**src/transposition_table_probe_store_core_defines.svh**
```systemverilog
// Assertion macros shared by the transposition table probe and store core.
`ifndef TRANSPOSITION_TABLE_PROBE_STORE_CORE_DEFINES_SVH
`define TRANSPOSITION_TABLE_PROBE_STORE_CORE_DEFINES_SVH
`ifndef SYNTHESIS
`define TTPS_ASSERT_ALWAYS(lbl, clk, rst_n, expr) \
	lbl: assert property (@(posedge clk) disable iff (!rst_n) (expr)) \
		else $error("ttps assertion failed");
`define TTPS_ASSERT_NEXT(lbl, clk, rst_n, ante, cons) \
	lbl: assert property (@(posedge clk) disable iff (!rst_n) (ante) |=> (cons)) \
		else $error("ttps assertion failed");
`else
`define TTPS_ASSERT_ALWAYS(lbl, clk, rst_n, expr)
`define TTPS_ASSERT_NEXT(lbl, clk, rst_n, ante, cons)
`endif
`endif

```
**src/ttps_pkg.sv**
```systemverilog
// Types and constants of the transposition table probe and store core.
`timescale 1ns / 1ps
package ttps_pkg;

	localparam int unsigned INDEX_BITS = 16;
	localparam int unsigned SLOT_COUNT = 1 << INDEX_BITS;

	typedef logic [INDEX_BITS-1:0] slot_t;

	typedef enum logic [1:0] {
		KIND_EMPTY = 2'd0,
		KIND_ALPHA = 2'd1,
		KIND_BETA  = 2'd2,
		KIND_EXACT = 2'd3
	} flag_t;

	typedef struct packed {
		logic              func;
		logic [63:0]       lookup_key;
		logic [7:0]        search_depth;
		logic signed [7:0] alpha_bound;
		logic signed [7:0] beta_bound;
		logic signed [7:0] store_value;
		logic [7:0]        store_move;
		logic [1:0]        store_flag;
	} req_t;

	typedef struct packed {
		logic              hit;
		logic signed [7:0] bound_value;
		logic signed [7:0] entry_value;
		logic [1:0]        entry_flag;
		logic [7:0]        entry_depth;
		logic [7:0]        entry_move;
		logic              collision;
	} rsp_t;

	typedef struct packed {
		logic [63:0]       key;
		logic [7:0]        move;
		logic [7:0]        depth;
		flag_t             flag;
		logic signed [7:0] value;
	} entry_t;

	typedef struct packed {
		logic clr_wr;
		logic accept;
		logic commit;
	} cmd_t;

	typedef struct packed {
		logic clr_last;
	} stat_t;

endpackage

```
**src/ttps_ctrl.sv**
```systemverilog
// Controller state machine: clearing pass, request intake and result commit.
`timescale 1ns / 1ps
module ttps_ctrl (
	input  logic             clk,
	input  logic             arst_n,
	input  logic             req_valid,
	output logic             req_ready,
	output logic             rsp_valid,
	input  logic             rsp_ready,
	input  ttps_pkg::stat_t  stat,
	output ttps_pkg::cmd_t   cmd
);

	typedef enum logic [2:0] {
		S_CLEAR = 3'b001,
		S_IDLE  = 3'b010,
		S_EVAL  = 3'b100
	} state_t;

	state_t state_q;
	state_t state_next;
	logic   rsp_valid_q;
	logic   out_free;

	// The result register can take a new result when empty or being drained.
	assign out_free = !rsp_valid_q || rsp_ready;

	assign cmd.clr_wr = (state_q == S_CLEAR);
	assign cmd.accept = (state_q == S_IDLE) && req_valid;
	assign cmd.commit = (state_q == S_EVAL) && out_free;

	assign req_ready = (state_q == S_IDLE);
	assign rsp_valid = rsp_valid_q;

	always_comb begin
		state_next = state_q;
		case (state_q)
			S_CLEAR: begin
				if (stat.clr_last) state_next = S_IDLE;
			end
			S_IDLE: begin
				if (req_valid) state_next = S_EVAL;
			end
			S_EVAL: begin
				if (out_free) state_next = S_IDLE;
			end
			default: begin
				state_next = S_CLEAR;
			end
		endcase
	end

	always_ff @(posedge clk or negedge arst_n) begin
		if (!arst_n) begin
			state_q     <= S_CLEAR;
			rsp_valid_q <= 1'b0;
		end else begin
			state_q <= state_next;
			if (cmd.commit) begin
				rsp_valid_q <= 1'b1;
			end else if (rsp_ready) begin
				rsp_valid_q <= 1'b0;
			end
		end
	end

endmodule

```
**config.mk**
```make
export PLATFORM = sky130hd
export DESIGN_NAME = ttps_ctrl
export DESIGN_NICKNAME = d
export VERILOG_FILES = /design/src/transposition_table_probe_store_core_defines.svh /design/src/ttps_pkg.sv /design/src/ttps_ctrl.sv
export SDC_FILE = /design/constraint.sdc
export NUM_CORES = 1
export LEC_CHECK = 0
export BUFFER_PORTS_ARGS = -buffer_cell sky130_fd_sc_hd__buf_2
export CORE_AREA = 2 2 39 41
export DETAILED_ROUTE_END_ITERATION = 7
export DIE_AREA = 0 0 41 43
export PLACE_DENSITY = 0.3
export SYNTH_ARGS = -nofsm -noshare
export SYNTH_HDL_FRONTEND = slang
export SYNTH_SLANG_ARGS = --single-unit
```
**constraint.sdc**
```tcl
create_clock -name clk -period 1.6 [get_ports clk]
set_input_delay 0.32 -clock clk [delete_from_list [all_inputs] [get_ports clk]]
set_output_delay 0.32 -clock clk [all_outputs]
set_load 0.05 [all_outputs]
```
==> results of run 1 <==
how the worst max path moves through the flow:
stage / endpoint / slack (ns) / from
floorplan: cmd[0] / 0.02 / rsp_valid
global placement: cmd[1] / 0.15 / state_q[0]
detailed placement: cmd[1] / 0.16 / state_q[0]
CTS: cmd[1] / -0.004 / state_q[0]
global route: cmd[0] / -0.03 / state_q[1]
finish: cmd[2] / 0.05 / state_q[0]
cell usage after synthesis, drive strengths merged:
cell type  number  area [µm²]
dfrtp           3       75.07
nor2            3       13.77
nand2b          2       12.51
nand3           2       10.01
nand3b          2       15.01
o21ai           2       10.01
a21oi           1       5.000
and2            1       6.260
and2b           1       7.510
dfstp           1       26.28
inv             1       3.750
nand2           1       3.750
nor3b           1       7.510
o2bb2ai         1       8.760
cell type report:
cell class	instances	share of cell area, %
inverter	1	1.014
sequential	4	27.70
multi-input combinational	17	33.78
clock buffer	4	7.095
timing repair buffer	12	25.00
tap	16	5.405
through the flow:
stage | setup WS (ns) | instances | TNS [ns] | hold slack (ns)
final | 0.04796 | 54 | 0 | 0.3830
after global routing | -0.03303 | 54 | -0.03343 | 0.4057
after CTS | -0.003640 | 53 | -0.003640 | 0.3571
after detailed placement | 0.1580 | 48 | 0 | 0.1313
after floorplan | 0.01857 | 22 | 0 | 0.02441
after global placement | 0.1483 | 48 | 0 | 0.1262
power by group:
group          switching [W]  internal [W]
logic               0.000215      0.000167
registers          0.0000450      0.000144
clock network      0.0000440     0.0000938
layer usage:
metal	global-route usage [%]	share of wire, %	vias to the layer above
li1	-	-	107
met1	9.804	43	102
met2	8.125	53	5
met3	1.571	3.0	0
met4	8.000	0	0
met5	0	0	-
flip-flops by register name (all words and copies together) (netlist names):
name and cells:
rsp_valid 1, state_q 3
cell usage in the layout (no fill, tap or decap), drive strengths merged:
| cell | n |
|---|---|
| and2b | 1 |
| nand2 | 1 |
| a21oi | 1 |
| dlygate4sd3 | 1 |
| nand2b | 2 |
| and2 | 1 |
| dfstp | 1 |
| nand3b | 2 |
| o21ai | 2 |
| nor2 | 3 |
| dfrtp | 3 |
| clkbuf | 4 |
| nand3 | 2 |
| buf | 11 |
| inv | 1 |
| o2bb2ai | 1 |
| nor3b | 1 |
what timing repair did:
| item | in CTS | in global routing |
|---|---|---|
| resized for setup | 6 | 5 |
| pin swaps | 0 | 0 |
| endpoints found under the setup margin | 3 | 3 |
| hold buffers | 1 | 0 |
| setup buffers | 0 | 1 |
| endpoints found under the hold margin | 3 | 0 |
worst reg2reg max path, delay by kind of cell, from the launching register on:
kind                   cells  cell delay, ns
flip-flops                 1            0.52
AO/OA/AOI/OAI              2            0.21
AND/OR/NAND/NOR            1            0.09
buffers and inverters      1            0.12
cells by family after synthesis:
| group | after synthesis | share of synthesized area [%] |
|---|---|---|
| compound gates | 4 | 11.58 |
| buf+inv | 1 | 1.828 |
| flops | 4 | 49.39 |
| simple gates | 13 | 37.20 |
==> impl_metrics.tcl, run 1 <==
set metrics [dict create \
    cap_violations 0 \
    leakage_nw 0.1803 \
    hold-path-cell-count 3 \
    status "complete, no violations" \
    holdPathEnd "state_q[2]" \
    period_share_pct 97.00 \
    grt_max_degree 7 \
    clock_latency_ns 0.24 \
    gp_congestion 0.6865 \
    drc 0 \
    multi_input_area_um2 125.1 \
    p_per_area_nw_per_um2 1914 \
    crit_slowest_cell "dfstp_2" \
    syn-cell-area_um2 205.2 \
    grt_pass1_vias 201 \
    port_buffers 9 \
    final_nets 44 \
    r2r-start "state_q[0]" \
    die_h_um 43 \
    reg2reg_to "state_q[1]" \
    ir_drop_uv 716.2 \
    ant_nets 0 \
    core.rowCount 14 \
    seq_area_um2 102.6 \
    antenna_cells 0 \
    fillers 151 \
    crit_fanout 4 \
    synth_seq_cells 4 \
    cp_slowest_stage_delay_ns 0.52 \
    synth_nets 27 \
    syn_area_per_cell_um2 9.327 \
    hp-class "input port to register" \
    maxSlewHeadroom_pct 83.29 \
    grt.total_usage_pct 7.164 \
    grt_pass1_wl_um 807 \
    rsz0062_at_grt "true" \
    finalSetupViolCount 0 \
    worstRegToRegCells 4 \
    power.total_w 0.0007088 \
    cts_buffers 3 \
    drive_above_1_share_pct 57.89 \
    antenna_found_initial 0 \
    stdcell_area_um2 370.4 \
    synthCells 22 \
    crit_family "flip-flops" \
    synth_cell_types 15 \
    placed_area_um2 291.5 \
    worstSetupPathType "register to primary output" \
    end_kind "primary output" \
    worstPathRequired_ns 1.28 \
    routed_via_density 3.963 \
    vias 214 \
    start_util_pct 14.83 \
    fin_util_pct 26.76 \
    r2r_slack_ns 0.58 \
    die_area_um2 1763 \
    min_from "req_valid" \
    die_x_um 41 \
    period_needed_ns 1.552 \
    root_buffer "clkbuf_4" \
    core_area_um2 1384 \
    drtPass1Iterations 2 \
    final-hold-violation-count 0 \
    drtIter0Drc 3 \
    final-max-slew-violation-count 0 \
    path_cells "buf_4, nor3b_2, buf_6" \
    critPathArrivalTime_ns 1.23 \
    clockBufferDepth 2 \
    area_growth_pct 80.49 \
    tightest_slew_ns 0.2523 \
    io_pins 10 \
    wl_per_cell_um 9.241 \
    synth_warnings 0 \
    max_freq_mhz 644.3 \
    startpoint_type "register" \
    cts_tree "done" \
    totalWireLength_um 499 \
    gr-total-overflow 0 \
    cp.depth 3 \
    clk_pin_slew_ns 0.04 \
    yosysSeqAreaShare_pct 49.39 \
    clock_sinks 4 \
    crit_buf_inv 2 \
    ctsHtreeMaxLevel 1 \
    fin_worst_skew_ns 0.005573 \
]
Power figures use the tool's default switching activity.
==> run 2, diff against run 1 <==
--- a/config.mk
+++ b/config.mk
@@ -10,6 +10,7 @@
 export DETAILED_ROUTE_END_ITERATION = 7
 export DIE_AREA = 0 0 41 43
 export PLACE_DENSITY = 0.3
+export SKIP_LAST_GASP = 1
 export SYNTH_ARGS = -nofsm -noshare
 export SYNTH_HDL_FRONTEND = slang
 export SYNTH_SLANG_ARGS = --single-unit
==> constraint.sdc (replaced) <==
create_clock -name clk -period 1.64 [get_ports clk]
set_input_delay 0.328 -clock clk [delete_from_list [all_inputs] [get_ports clk]]
set_output_delay 0.328 -clock clk [all_outputs]
set_load 0.05 [all_outputs]
==> run 2 against run 1 <==
Cell count fell by 3.7%; via count fell by 6.5%; hold slack improved by 0.011 ns; combinational power fell by 21%; sequential share of layout area rose by 2.0 points; register-to-register slack improved by 0.05 ns; clock-buffer cell count did not move; clock skew fell by 0.00053 ns; final area fell by 6.8%; global-route usage fell by 0.21 points; routed wire length fell by 0.20%; worst setup slack improved by 0.0037 ns; critical path type unchanged; critical endpoint is now cmd[1]; largest cell class unchanged; largest power group unchanged.
==> impl_metrics.tcl, run 2 (same netlist as run 1, synthesis figures left out) <==
set metrics [dict create \
    critPathArrivalTime_ns 1.26 \
    cap_violations 0 \
    r2r_slack_ns 0.63 \
    worstPathRequired_ns 1.31 \
    final_cell_mix "buf_2, clkbuf_4" \
    final-max-slew-violation-count 0 \
    port_buffers 9 \
    cts_buffers 3 \
    clock_latency_ns 0.23 \
    worstSetupPathType "register to primary output" \
    antenna_found_initial 0 \
    reg2reg_to "state_q[1]" \
    gp_congestion 0.6687 \
    drive_above_1_share_pct 55.56 \
    placed_area_um2 284.0 \
    status "complete, no violations" \
    crit_fanout 5 \
    holdPathEnd "state_q[2]" \
    root_buffer "clkbuf_4" \
    cts_tree "done" \
    setup_ws_ns 0.05162 \
    gr-total-overflow 0 \
    largest_reg_flops 3 \
    path_cells "nand2b_4, nor2_4, and2_4, buf_8" \
    leakage_nw 0.1679 \
    final_common_cell "buf_2" \
    worstRegToRegCells 3 \
    vias 200 \
    drtIter0Drc 3 \
    routed_via_density 3.846 \
    die_h_um 43 \
    max_freq_mhz 629.6 \
    grt.total_usage_pct 6.956 \
    clockBufferDepth 2 \
    crit_slowest_cell "dfstp_2" \
    regMostFlops "state_q" \
    rsz0062_at_grt "true" \
    fin_worst_skew_ns 0.005040 \
    io_pins 10 \
    core.rowCount 14 \
    p_per_area_nw_per_um2 1822 \
    area_growth_pct 68.29 \
    ctsHtreeMaxLevel 1 \
    start_util_pct 14.83 \
    grt_max_degree 7 \
    period_share_pct 96.85 \
    startpoint_type "register" \
    min_from "req_valid" \
    place_ws_ns 0.1524 \
    end_kind "primary output" \
    ant_nets 0 \
    core_area_um2 1384 \
    drtPass1Iterations 2 \
    maxSlewHeadroom_pct 83.45 \
    finalSetupViolCount 0 \
    drc 0 \
    grt_pass1_wl_um 738 \
    clk_pin_slew_ns 0.04 \
    hold-path-cell-count 3 \
    antenna_cells 0 \
    grt_pass1_vias 179 \
    wl_per_cell_um 9.577 \
    cp_slowest_stage_delay_ns 0.56 \
    totalWireLength_um 498 \
    power.total_w 0.0006292 \
    final-hold-violation-count 0 \
    ir_drop_uv 602.7 \
    r2r-start "state_q[0]" \
    tightest_slew_ns 0.2499 \
    die_x_um 41 \
    hp-class "input port to register" \
    final_nets 42 \
    stdcell_area_um2 345.3 \
    period_needed_ns 1.588 \
    die_area_um2 1763 \
    clock_sinks 4 \
]
## run 2: cell count changes in the layout (fill, tap and decap cells not counted), sizes merged
cell	before	now
buf	11	9
## run 2: layout make-up
type                    count  area, µm²
clock buffers               4      26.28
fillers                   152       1039
inverters                   1      3.754
multi-input cells          17      125.1
flip-flops and latches      4      102.6
well taps                  16      20.02
repair buffers             10      67.56
## run 2: worst max-delay path by stage
stage,slack (ns),endpoint,start
after floorplan,0.05,cmd[0],rsp_valid
after global routing,-0.0007,cmd[0],state_q[1]
after detailed placement,0.15,cmd[1],state_q[0]
final,0.05,cmd[1],state_q[0]
after global placement,0.16,cmd[1],state_q[0]
after CTS,-0.006,cmd[1],state_q[0]
## run 2: routing by layer
layer	GRT usage [%]	vias up	share of wire, %
li1	-	102	-
met1	8.143	93	48
met2	8.125	5	49
met3	1.571	0	3.4
met4	10.00	0	0
met5	0	-	0
## run 2: through the flow
step	hold slack [ns]	util [%]	std cells	setup TNS [ns]
2_1_floorplan	0.03241	-	22	0
3_3_place_gp	0.1425	20.52	47	0
3_5_place_dp	0.1392	20.52	47	0
4_1_cts	0.3810	24.32	52	-0.006335
5_1_grt	0.4114	24.95	52	-0.0007214
6_report	0.3935	24.95	52	0
## run 2: where the power goes
group | internal [W] | switching (W)
Clock | 0.0000914 | 0.0000419
Combinational | 0.000112 | 0.000188
Sequential | 0.000141 | 0.0000542
Total | 0.000345 | 0.000284
## run 2: timing repair
item / CTS / global route
hold endpoints to repair: 3 / 0
setup endpoints to repair: 1 / 2
pin swaps: 0 / 1
resized for setup: 4 / 4
setup buffers: 0 / 0
hold buffers: 1 / 0
## run 2: critical path: cells and delay by family, from the launching register on
family	cells	cell delay (ns)
DFF	1	0.56
and+or+nand+nor	3	0.32
buffers and inverters	1	0.14
==> run 3, diff against run 2 <==
--- a/config.mk
+++ b/config.mk
@@ -10,6 +10,7 @@
 export DETAILED_ROUTE_END_ITERATION = 7
 export DIE_AREA = 0 0 41 43
 export PLACE_DENSITY = 0.3
+export REMOVE_ABC_BUFFERS = 1
 export SKIP_LAST_GASP = 1
 export SYNTH_ARGS = -nofsm -noshare
 export SYNTH_HDL_FRONTEND = slang
==> run 3 against run 2 <==
Final area shrank 3.6%; via count rose by 1.0%; sequential power fell by 5%; sequential cell count is the same; register-to-register slack better by 0.04 ns; clock-buffer cell count did not move; die area stayed put; maximum frequency increased by 0.49%; largest cell class unchanged; largest power group unchanged; highest routed layer unchanged.
==> impl_metrics.tcl, run 3 (same netlist as run 1, synthesis figures left out) <==
set metrics [dict create \
    status "complete, no violations" \
    setup_ws_ns 0.05933 \
    cp_slowest_stage_delay_ns 0.55 \
    hp-class "input port to register" \
    grt_max_degree 7 \
    regMostFlops "state_q" \
    clockBufferDepth 2 \
    totalWireLength_um 478 \
    worstPathRequired_ns 1.31 \
    leakage_nw 0.1657 \
    clkPwrFrac_pct 21.7 \
    drive_above_1_share_pct 47.22 \
    fin_util_pct 24.05 \
    rsz0062_at_grt "true" \
    area_growth_pct 62.19 \
    final_common_cell "buf_2" \
    die_x_um 41 \
    root_buffer "clkbuf_4" \
    drc 0 \
    cap_violations 0 \
    swShare_pct 44.15 \
    p_sw_w 0.0002717 \
    antenna_cells 0 \
    grt_pass1_wl_um 779 \
    p_int_w 0.0003437 \
    final-max-slew-violation-count 0 \
    stdcell_area_um2 332.8 \
    ctsHtreeMaxLevel 1 \
    min_from "req_valid" \
    crit_slowest_cell "dfstp_2" \
    period_needed_ns 1.581 \
    fin_worst_skew_ns 0.01209 \
    combinationalPowerShare_pct 48.0 \
    final-hold-violation-count 0 \
    clock_sinks 4 \
    cts_buffers 3 \
    final_cell_mix "buf_2, clkbuf_4" \
    antenna_found_initial 0 \
    worstSetupPathType "register to primary output" \
    clock_latency_ns 0.24 \
    core_area_um2 1384 \
    vias 202 \
    gp_congestion 0.7519 \
    power_frac_seq_pct 30.3 \
    tightest_slew_ns 0.2478 \
    max_freq_mhz 632.6 \
    finalSetupViolCount 0 \
    placed_area_um2 270.3 \
    end_kind "primary output" \
    grt.total_usage_pct 7.042 \
    p_per_area_nw_per_um2 1849 \
    r2r-start "state_q[0]" \
    largest_reg_flops 3 \
    crit_path_start "state_q[0]" \
    place_ws_ns 0.2099 \
    post-cts-setup-buffers 0 \
    stdcell_count 52 \
    die_h_um 43 \
    io_pins 10 \
    path_cells "nand2b_4, nor2_2, and2_4, buf_6" \
    drtPass1Iterations 4 \
    core.rowCount 14 \
    cts_tree "done" \
    ant_nets 0 \
    grt_pass1_vias 213 \
    fillers 162 \
    startpoint_type "register" \
    critPathArrivalTime_ns 1.25 \
    dp.cells 47 \
    period_share_pct 96.38 \
    final_nets 42 \
    power.total_w 0.0006154 \
    gr-total-overflow 0 \
    clk_pin_slew_ns 0.03 \
    start_util_pct 14.83 \
    wl_per_cell_um 9.192 \
    ir_drop_uv 440.0 \
    drtIter0Drc 2 \
    die_area_um2 1763 \
    routed_via_density 3.885 \
    port_buffers 9 \
    crit_fanout 5 \
    maxSlewHeadroom_pct 83.59 \
]
[run 3: final cells by class]
class / count / area, µm² / area share (%)
Timing Repair Buffer: 10 / 70.07 / 21.05
Inverter: 1 / 3.754 / 1.128
Clock buffer: 4 / 26.28 / 7.895
Multi-Input combinational cell: 17 / 110.1 / 33.08
Tap cell: 16 / 20.02 / 6.015
Sequential cell: 4 / 102.6 / 30.83
[run 3: path summary, 6_finish.rpt]
path | to | slack (ns) | cells after the start
max in group asynchronous | state_q[0] | 0.99 | 2
worst min register to register | state_q[2] | 0.54 | 1
worst max register to register | state_q[1] | 0.67 | 3
min in group asynchronous | state_q[1] | 0.43 | 2
worst max-delay path | cmd[1] | 0.06 | 4
worst min-delay path | state_q[2] | 0.40 | 3
[run 3: power by group through the flow]
stage / Combinational (W) / Clock [W] / Sequential (W)
finish: 0.000296 / 0.000134 / 0.000186
global route: 0.000316 / 0.000154 / 0.000191
CTS: 0.000268 / 0.000143 / 0.000176
detailed placement: 0.000263 / 0 / 0.000177
global placement: 0.000263 / 0 / 0.000179
floorplan: 0.000203 / 0 / 0.000177
[run 3: per-layer routing]
metal  GRT usage, %  vias to the layer above  part of all wire, %
met1          6.472                       93                   42
met5              0                        -                    0
met4          2.000                        0                    0
li1               -                      106                    -
met3          6.283                        0                  5.2
met2          10.94                        3                   52
[run 3: timing repair]
item / in CTS / in global routing
hold endpoints to repair: 3 / 0
hold buffers: 1 / 0
endpoints found under the setup margin: 1 / 3
pin swaps: 0 / 0
resized for setup: 1 / 9
[run 3: metrics by stage]
stage            TNS, ns  hold WS [ns]
2_1_floorplan    -0.7215       0.03241
3_3_place_gp           0        0.1415
3_5_place_dp           0        0.1415
4_1_cts         -0.01992        0.3856
5_1_grt        -0.008908        0.4061
6_report               0        0.4029
[run 3: worst max-delay path: cells and delay by family (launching register included)]
kind	cells	cell delay, ns
and+or+nand+nor	3	0.33
DFF	1	0.55
buffers and inverters	1	0.14
